**config.mk**
```make
export PLATFORM = sky130hd
export DESIGN_NAME = wind_sentence_field_parser
export DESIGN_NICKNAME = d
export VERILOG_FILES = /design/src/rtl/core/wsfp_pkg.sv /design/src/rtl/core/wind_sentence_field_parser.sv /design/src/rtl/core/wsfp_scan.sv /design/src/rtl/core/wsfp_out_stage.sv
export SDC_FILE = /design/constraint.sdc
export NUM_CORES = 1
export LEC_CHECK = 0
export BUFFER_PORTS_ARGS = -buffer_cell sky130_fd_sc_hd__buf_2
export CELL_PAD_IN_SITES_DETAIL_PLACEMENT = 0
export CELL_PAD_IN_SITES_GLOBAL_PLACEMENT = 1
export CORE_MARGIN = 1.5
export CORE_UTILIZATION = 30
export CTS_CLUSTER_SIZE = 25
export DETAILED_ROUTE_END_ITERATION = 7
export PLACE_DENSITY = 0.54
export SYNTH_ARGS = -nofsm -noshare
export SYNTH_HDL_FRONTEND = slang
export SYNTH_SLANG_ARGS = --single-unit
export TNS_END_PERCENT = 20
```
**constraint.sdc**
```tcl
create_clock -name aclk -period 18.7 [get_ports aclk]
set_input_delay 3.74 -clock aclk [delete_from_list [all_inputs] [get_ports aclk]]
set_output_delay 3.74 -clock aclk [all_outputs]
set_load 0.1 [all_outputs]
```
**src/rtl/core/wsfp_pkg.sv**
```systemverilog
// ----------------------------------------------------------------------------
// wsfp_pkg
// Shared types, character codes and arithmetic helpers for the wind sentence
// field parser.
// ----------------------------------------------------------------------------
package wsfp_pkg;

    // Character codes
    localparam logic [7:0] CHAR_NUL    = 8'h00;
    localparam logic [7:0] CHAR_NL     = 8'h0A;
    localparam logic [7:0] CHAR_DOLLAR = 8'h24;
    localparam logic [7:0] CHAR_STAR   = 8'h2A;
    localparam logic [7:0] CHAR_COMMA  = 8'h2C;
    localparam logic [7:0] CHAR_MINUS  = 8'h2D;
    localparam logic [7:0] CHAR_DOT    = 8'h2E;
    localparam logic [7:0] CHAR_ZERO   = 8'h30;
    localparam logic [7:0] CHAR_NINE   = 8'h39;
    localparam logic [7:0] CHAR_W      = 8'h57;
    localparam logic [7:0] CHAR_I      = 8'h49;
    localparam logic [7:0] CHAR_N      = 8'h4E;
    localparam logic [7:0] CHAR_D      = 8'h44;

    // Keyword length and acceptance limits
    localparam logic [2:0]  KEYWORD_LEN    = 3'd5;
    localparam int          MIN_LINE_BYTES = 10;
    localparam logic [1:0]  FRAC_MAX       = 2'd3;
    localparam logic [1:0]  FIELDS_MAX     = 2'd2;
    localparam logic [23:0] MAG_MAX        = 24'd8388607;

    // Scan state of the current line (all clear at line start)
    typedef struct packed {
        logic [2:0]  match_progress;
        logic        keyword_seen;
        logic        scan_ended;
        logic [1:0]  field_index;
        logic [23:0] magnitude;
        logic        negative_seen;
        logic [1:0]  fraction_digits;
        logic        in_fraction;
        logic [23:0] pending_direction;
    } line_state_t;

    // One result item
    typedef struct packed {
        logic [23:0] direction_milli;
        logic [23:0] speed_milli;
        logic        updated;
        logic        reading_present;
    } result_t;

    // Accumulator after one digit
    typedef struct packed {
        logic [23:0] magnitude;
        logic [1:0]  fraction_digits;
    } digit_result_t;

    // Character of "WIND," at a given match position
    function automatic logic [7:0] keyword_char(input logic [2:0] idx);
        logic [7:0] ch;
        case (idx)
            3'd0:    ch = CHAR_W;
            3'd1:    ch = CHAR_I;
            3'd2:    ch = CHAR_N;
            3'd3:    ch = CHAR_D;
            3'd4:    ch = CHAR_COMMA;
            default: ch = CHAR_NUL;
        endcase
        return ch;
    endfunction

    // Fold one decimal digit into a thousandths magnitude, saturating
    function automatic digit_result_t add_digit(input logic [23:0] mag,
                                                input logic [3:0]  digit,
                                                input logic        in_fraction,
                                                input logic [1:0]  frac);
        digit_result_t res;
        logic [27:0]   sum;
        logic [6:0]    scale;
        sum   = {4'd0, mag};
        scale = 7'd1;
        res.fraction_digits = frac;
        if (!in_fraction) begin
            sum = {4'd0, mag} * 28'd10 + 28'(digit) * 28'd1000;
        end else if (frac < FRAC_MAX) begin
            case (frac)
                2'd0:    scale = 7'd100;
                2'd1:    scale = 7'd10;
                default: scale = 7'd1;
            endcase
            sum = {4'd0, mag} + 28'(digit) * 28'(scale);
            res.fraction_digits = frac + 2'd1;
        end
        res.magnitude = (sum > 28'(MAG_MAX)) ? MAG_MAX : sum[23:0];
        return res;
    endfunction

    // Two's complement value of the open field
    function automatic logic [23:0] signed_value(input line_state_t ln);
        return ln.negative_seen ? (~ln.magnitude + 24'd1) : ln.magnitude;
    endfunction

endpackage

```
**src/rtl/core/wind_sentence_field_parser.sv**
```systemverilog
// ----------------------------------------------------------------------------
// wind_sentence_field_parser
// Scans a received byte stream for "WIND," lines and reports the held wind
// direction and speed, in thousandths, at every newline.
// ----------------------------------------------------------------------------
// Throughput is one byte per cycle. A byte is captured in an input register
// and folded into the line state at the next clock edge unless it is a
// stalled newline; a newline's result is loaded into the result register
// at the edge that folds it in, then shows on the m_ side. The input side
// stalls only when a newline is waiting and the result register still holds
// a result that has not been taken; all other bytes pass freely. The digit
// accumulate (multiply by ten, add, saturate) is combinational and feeds
// the line state register.
module wind_sentence_field_parser #(
    parameter int LINE_CAPACITY = 80
) (
    input  logic               aclk,
    input  logic               aresetn,
    input  logic               s_valid,
    output logic               s_ready,
    input  logic [7:0]         s_rx_byte,
    output logic               m_valid,
    input  logic               m_ready,
    output logic signed [23:0] m_direction_milli,
    output logic signed [23:0] m_speed_milli,
    output logic               m_updated,
    output logic               m_reading_present
);

    logic              in_valid_reg, in_valid_next;
    logic [7:0]        in_byte_reg;
    logic              is_newline;
    logic              out_ready;
    logic              proc_fire;
    wsfp_pkg::result_t scan_result;
    wsfp_pkg::result_t out_result;

    // Process the held byte unless it is a newline blocked by a full output
    assign is_newline = (in_byte_reg == wsfp_pkg::CHAR_NL);
    assign proc_fire  = in_valid_reg && (!is_newline || out_ready);
    assign s_ready    = !in_valid_reg || proc_fire;

    // Input register
    always_comb begin
        in_valid_next = in_valid_reg;
        if (proc_fire) begin
            in_valid_next = 1'b0;
        end
        if (s_valid && s_ready) begin
            in_valid_next = 1'b1;
        end
    end

    always_ff @(posedge aclk) begin
        if (!aresetn) begin
            in_valid_reg <= 1'b0;
        end else begin
            in_valid_reg <= in_valid_next;
        end
    end

    always_ff @(posedge aclk) begin
        if (s_valid && s_ready) begin
            in_byte_reg <= s_rx_byte;
        end
    end

    // Line scanner
    wsfp_scan #(
        .LINE_CAPACITY (LINE_CAPACITY)
    ) u_scan (
        .aclk    (aclk),
        .aresetn (aresetn),
        .enable  (proc_fire),
        .rx_byte (in_byte_reg),
        .result  (scan_result)
    );

    // Result register
    wsfp_out_stage u_out (
        .aclk       (aclk),
        .aresetn    (aresetn),
        .load       (proc_fire && is_newline),
        .result     (scan_result),
        .load_ready (out_ready),
        .m_valid    (m_valid),
        .m_ready    (m_ready),
        .m_result   (out_result)
    );

    assign m_direction_milli = out_result.direction_milli;
    assign m_speed_milli     = out_result.speed_milli;
    assign m_updated         = out_result.updated;
    assign m_reading_present = out_result.reading_present;

`ifndef NO_ASSERTIONS
    // Presence flag agrees with the reported values
    a_present_consistent: assert property (@(posedge aclk) disable iff (!aresetn)
        (m_valid && !m_reading_present) |->
            (m_direction_milli == 24'sd0 && m_speed_milli == 24'sd0))
        else $error("reading_present low with nonzero held values");

    // A stalled byte stays in the input register unchanged
    a_in_hold: assert property (@(posedge aclk) disable iff (!aresetn)
        (in_valid_reg && !proc_fire) |=> (in_valid_reg && $stable(in_byte_reg)))
        else $error("input byte lost while stalled");

    // A blocked newline backpressures the input side
    a_nl_stall: assert property (@(posedge aclk) disable iff (!aresetn)
        (m_valid && !m_ready && in_valid_reg && is_newline) |-> !s_ready)
        else $error("input accepted while newline result is blocked");
`endif

endmodule

```
**src/rtl/core/wsfp_scan.sv**
```systemverilog
// ----------------------------------------------------------------------------
// wsfp_scan
// Per-byte line scanner: keyword match, field accumulation, and the held
// direction and speed. One byte is folded in per enabled cycle.
// ----------------------------------------------------------------------------
module wsfp_scan #(
    parameter int LINE_CAPACITY = 80
) (
    input  logic               aclk,
    input  logic               aresetn,
    input  logic               enable,
    input  logic [7:0]         rx_byte,
    output wsfp_pkg::result_t  result
);

    localparam int CNT_W = $clog2(LINE_CAPACITY);

    wsfp_pkg::line_state_t line_reg, line_next;
    logic [CNT_W-1:0]      count_reg, count_next;
    logic [23:0]           held_dir_reg, held_dir_next;
    logic [23:0]           held_speed_reg, held_speed_next;

    // Next line state and result for the byte at the input
    always_comb begin
        wsfp_pkg::line_state_t   ln;
        wsfp_pkg::digit_result_t dg;
        logic [CNT_W-1:0]        cnt;
        logic                    accept;
        logic [23:0]             hd;
        logic [23:0]             hs;

        ln     = line_reg;
        cnt    = count_reg;
        hd     = held_dir_reg;
        hs     = held_speed_reg;
        dg     = '0;

        // '$' restarts the line, then is counted as an ordinary byte
        if (rx_byte == wsfp_pkg::CHAR_DOLLAR) begin
            ln  = '0;
            cnt = '0;
        end

        // Only the first LINE_CAPACITY-1 bytes of a line are counted and scanned
        if (cnt < CNT_W'(LINE_CAPACITY - 1)) begin
            cnt = cnt + CNT_W'(1);
            if (!ln.scan_ended) begin
                if (!ln.keyword_seen) begin
                    // keyword search
                    if (rx_byte == wsfp_pkg::CHAR_NUL) begin
                        ln.scan_ended = 1'b1;
                    end else if (rx_byte == wsfp_pkg::keyword_char(ln.match_progress)) begin
                        ln.match_progress = ln.match_progress + 3'd1;
                        if (ln.match_progress >= wsfp_pkg::KEYWORD_LEN) begin
                            ln.keyword_seen   = 1'b1;
                            ln.match_progress = wsfp_pkg::KEYWORD_LEN;
                        end
                    end else begin
                        ln.match_progress = (rx_byte == wsfp_pkg::CHAR_W) ? 3'd1 : 3'd0;
                    end
                end else if (rx_byte == wsfp_pkg::CHAR_NUL ||
                             rx_byte == wsfp_pkg::CHAR_STAR) begin
                    ln.scan_ended = 1'b1;
                end else if (ln.field_index < wsfp_pkg::FIELDS_MAX) begin
                    // field scan
                    if (rx_byte == wsfp_pkg::CHAR_COMMA) begin
                        if (ln.field_index == 2'd0) begin
                            ln.pending_direction = wsfp_pkg::signed_value(ln);
                            ln.magnitude         = '0;
                            ln.negative_seen     = 1'b0;
                            ln.fraction_digits   = '0;
                            ln.in_fraction       = 1'b0;
                        end
                        ln.field_index = ln.field_index + 2'd1;
                    end else if (rx_byte == wsfp_pkg::CHAR_MINUS) begin
                        ln.negative_seen = 1'b1;
                    end else if (rx_byte == wsfp_pkg::CHAR_DOT) begin
                        ln.in_fraction = 1'b1;
                    end else if (rx_byte >= wsfp_pkg::CHAR_ZERO &&
                                 rx_byte <= wsfp_pkg::CHAR_NINE) begin
                        dg = wsfp_pkg::add_digit(ln.magnitude, rx_byte[3:0],
                                                 ln.in_fraction, ln.fraction_digits);
                        ln.magnitude       = dg.magnitude;
                        ln.fraction_digits = dg.fraction_digits;
                    end
                end
            end
        end

        // Line close: decide whether the held values are replaced
        accept = ln.keyword_seen && (cnt >= CNT_W'(wsfp_pkg::MIN_LINE_BYTES));
        if (accept) begin
            if (ln.field_index == 2'd0) begin
                hd = '0;
                hs = '0;
            end else begin
                hd = ln.pending_direction;
                hs = wsfp_pkg::signed_value(ln);
            end
        end

        result.direction_milli = hd;
        result.speed_milli     = hs;
        result.updated         = accept;
        result.reading_present = (hd != '0) || (hs != '0);

        line_next       = ln;
        count_next      = cnt;
        held_dir_next   = held_dir_reg;
        held_speed_next = held_speed_reg;
        if (rx_byte == wsfp_pkg::CHAR_NL) begin
            held_dir_next   = hd;
            held_speed_next = hs;
            line_next       = '0;
            count_next      = '0;
        end
    end

    // State registers
    always_ff @(posedge aclk) begin
        if (!aresetn) begin
            line_reg       <= '0;
            count_reg      <= '0;
            held_dir_reg   <= '0;
            held_speed_reg <= '0;
        end else if (enable) begin
            line_reg       <= line_next;
            count_reg      <= count_next;
            held_dir_reg   <= held_dir_next;
            held_speed_reg <= held_speed_next;
        end
    end

endmodule

```
**src/rtl/core/wsfp_out_stage.sv**
```systemverilog
// ----------------------------------------------------------------------------
// wsfp_out_stage
// Result register: holds one result until the downstream transfer completes.
// ----------------------------------------------------------------------------
module wsfp_out_stage (
    input  logic               aclk,
    input  logic               aresetn,
    input  logic               load,
    input  wsfp_pkg::result_t  result,
    output logic               load_ready,
    output logic               m_valid,
    input  logic               m_ready,
    output wsfp_pkg::result_t  m_result
);

    logic              valid_reg, valid_next;
    wsfp_pkg::result_t data_reg;

    // Free when empty or being drained this cycle
    assign load_ready = !valid_reg || m_ready;

    always_comb begin
        valid_next = valid_reg;
        if (m_ready) begin
            valid_next = 1'b0;
        end
        if (load) begin
            valid_next = 1'b1;
        end
    end

    always_ff @(posedge aclk) begin
        if (!aresetn) begin
            valid_reg <= 1'b0;
        end else begin
            valid_reg <= valid_next;
        end
    end

    // Payload needs no reset
    always_ff @(posedge aclk) begin
        if (load) begin
            data_reg <= result;
        end
    end

    assign m_valid  = valid_reg;
    assign m_result = data_reg;

endmodule
```
==> results_dict.tcl <==
set metrics [dict create \
    fin_crit_ns 10.66 \
    mostFrequentLayoutCells "nor2_1, nand2_1, a21oi_1, dfxtp_1, inv_1" \
    clock_sinks 174 \
    syn_inst 1880 \
    post-place-cells 2523 \
    hp-class "flip-flop to flip-flop" \
    internal-power_mw 0.619 \
    grt_pass1_wl_mm 87.8 \
    dieWidth_um 225 \
    die-height_um 225 \
    async_flop_share_pct 0 \
    antenna_cells 0 \
    crit_fanout 28 \
    synth_area_mm2 0.0147 \
    finalSetupTns_ns 0 \
    maxCapViolCount 0 \
    power_mw 0.907 \
    final_cell_area_mm2 0.0163 \
    finClkSkew_ns 0.0154 \
    status "finished, final reports clean" \
    period_share_pct 57.0 \
    grt_use_total_pct 23.0 \
    largest_reg_flops 59 \
    syn_area_per_cell_um2 7.84 \
    area_delta_synth_final_pct 10.6 \
    hold_violations 0 \
    cts_tree "built" \
    ys_types 96 \
    htree_levels 4 \
    power_frac_clock_pct 39.1 \
    worst_ep_required_time_ns 18.90 \
    ys_warn_count 0 \
    ctsResizeCount 0 \
    routed_wl_mm 57.9 \
    antenna_found_initial 1 \
    cp_slowest_stage_delay_ns 0.68 \
    cts-buffers-inserted 17 \
    hold-worst-slack_ns 0.479 \
    drv_slew 0 \
    ir_drop_v 0.0000438 \
    clk_path_buf_depth 2 \
    vias 14300 \
    worstMarginPinSlew_ns 1.12 \
    slew_headroom_pct 25.3 \
    cts_hold_buf 0 \
    ys_seq_area_share_pct 27.6 \
    leakagePower_nw 6.65 \
    overflow 0 \
    max_freq_ghz 0.0938 \
    switching_share_pct 31.8 \
    ys_ff_latch 174 \
    fin_util_pct 33.5 \
    pwr-share-seq_pct 43.7 \
    crit_top_cell "ha_1" \
    final_nets 2020 \
    grt_max_degree 88 \
    dp_slack_ns 8.32 \
    clk_pin_slew_worst_paths_ns 0.08 \
    fill_cells 5246 \
    clock-root-buffer "clkbuf_16" \
    gp_congestion 0.921 \
    via_per_inst 5.60 \
    mostFrequentLayoutCell "nor2_1" \
    wire_per_inst_um 22.7 \
    drc 0 \
    power_density_mw_per_mm2 55.6 \
    drtPass1Iterations 5 \
    initial_core_util_pct 30.2 \
    core_mm2 0.0487 \
    cts_setup_buffers 0 \
    drtIter0Drc 1302 \
    combPwrFrac_pct 17.1 \
    crit_arrival_ns 10.86 \
    pin_count 64 \
    grt_pass1_vias 13600 \
    ys.flop_type "dfxtp_1" \
    worst_slack_ns 8.04 \
    io_buffers 63 \
    path_class "flip-flop to flip-flop" \
    ant_nets 0 \
    p_sw_mw 0.288 \
    synth_edf_count 58 \
    startpoint_type "flip-flop" \
    grt_setup_unrepaired "false" \
    finalSetupViolCount 0 \
    die_area_mm2 0.0505 \
    slowest_stage "a211oi_1" \
    clock_latency_ns 0.46 \
    fp-row-count 81 \
    end_kind "flip-flop" \
    fin_cells 2555 \
    synth_nets 2022 \
    drive_gt1_share_pct 9.78 \
    dpl_cell_area_mm2 0.0158 \
    hpwl_mm 43.7 \
]
## per-layer routing
layer	wire length, um	up-vias	GRT usage [%]
met3	2880	52	3.03
met4	1110	0	6.32
met5	0	-	0
met2	26700	394	37.4
li1	-	6871	-
met1	27200	6990	31.9
## cell type report
| cell class | instances | area, um2 | share of cell area [%] |
|---|---|---|---|
| clock inverters | 13 | 124 | 0.760 |
| multi-input cells | 1472 | 9840 | 60.3 |
| inverters | 113 | 427 | 2.62 |
| repair buffers | 100 | 593 | 3.64 |
| flip-flops and latches | 174 | 4060 | 24.9 |
| clock buffers | 19 | 433 | 2.65 |
| well taps | 664 | 831 | 5.09 |
## cell families (layout without fill, tap and decap cells)
kind of cell	after synthesis	in the layout	synth area share [%]
compound gates	574	574	26.3
xor+xnor	85	85	5.05
fa+ha+maj	130	130	12.2
buf+inv	234	245	6.16
flops	174	174	27.6
mux	20	20	1.41
simple gates	663	663	21.3
## cells in the mapped netlist (18+ instances only)
cell / n / area share, %
a31oi_1: 18 / 0.76
nand3_1: 31 / 1.1
and2_1: 21 / 0.89
o211ai_1: 23 / 1.2
a22oi_1: 40 / 2.0
nand4_1: 21 / 0.89
fa_1: 23 / 3.1
xnor2_1: 41 / 2.4
ha_1: 107 / 9.1
nand2_1: 185 / 4.7
inv_1: 111 / 2.8
nor4_1: 29 / 1.2
xor2_1: 44 / 2.6
a211oi_1: 29 / 1.5
nor2_1: 216 / 5.5
o31ai_1: 24 / 1.2
a21oi_1: 153 / 5.2
dfxtp_1: 116 / 16
nor3_1: 65 / 2.2
a22o_1: 26 / 1.5
o21ai_0: 98 / 3.3
clkbuf_1: 103 / 2.6
a21o_1: 26 / 1.3
edfxtp_1: 58 / 12
## final timing paths
check	start	end	slack, ns	cells past startpoint
min	u_scan.held_dir_reg[13]	u_scan.held_dir_reg[13]	0.48	2
max	in_byte_reg[3]	u_out.m_result[0]	8.04	35
max reg2reg	in_byte_reg[3]	u_out.m_result[0]	8.04	35
min reg2reg	u_scan.held_dir_reg[13]	u_scan.held_dir_reg[13]	0.48	2
## power groups by stage
stage / Sequential, mW / Clock, mW / Combinational [mW]
2_1_floorplan: 0.402 / 0 / 0.104
3_3_place_gp: 0.405 / 0 / 0.156
3_5_place_dp: 0.405 / 0 / 0.157
4_1_cts: 0.397 / 0.366 / 0.157
5_1_grt: 0.397 / 0.381 / 0.172
6_report: 0.396 / 0.355 / 0.155
## critical path, delay by kind of cell (launching register included)
family / cells / cell delay [ns]
flops: 1 / 0.59
xor+xnor: 1 / 0.11
compound gates: 10 / 3.24
buf+inv: 4 / 0.64
simple gates: 13 / 3.68
mux: 1 / 0.34
fa+ha+maj: 6 / 1.77
Power figures use the tool's default switching activity.
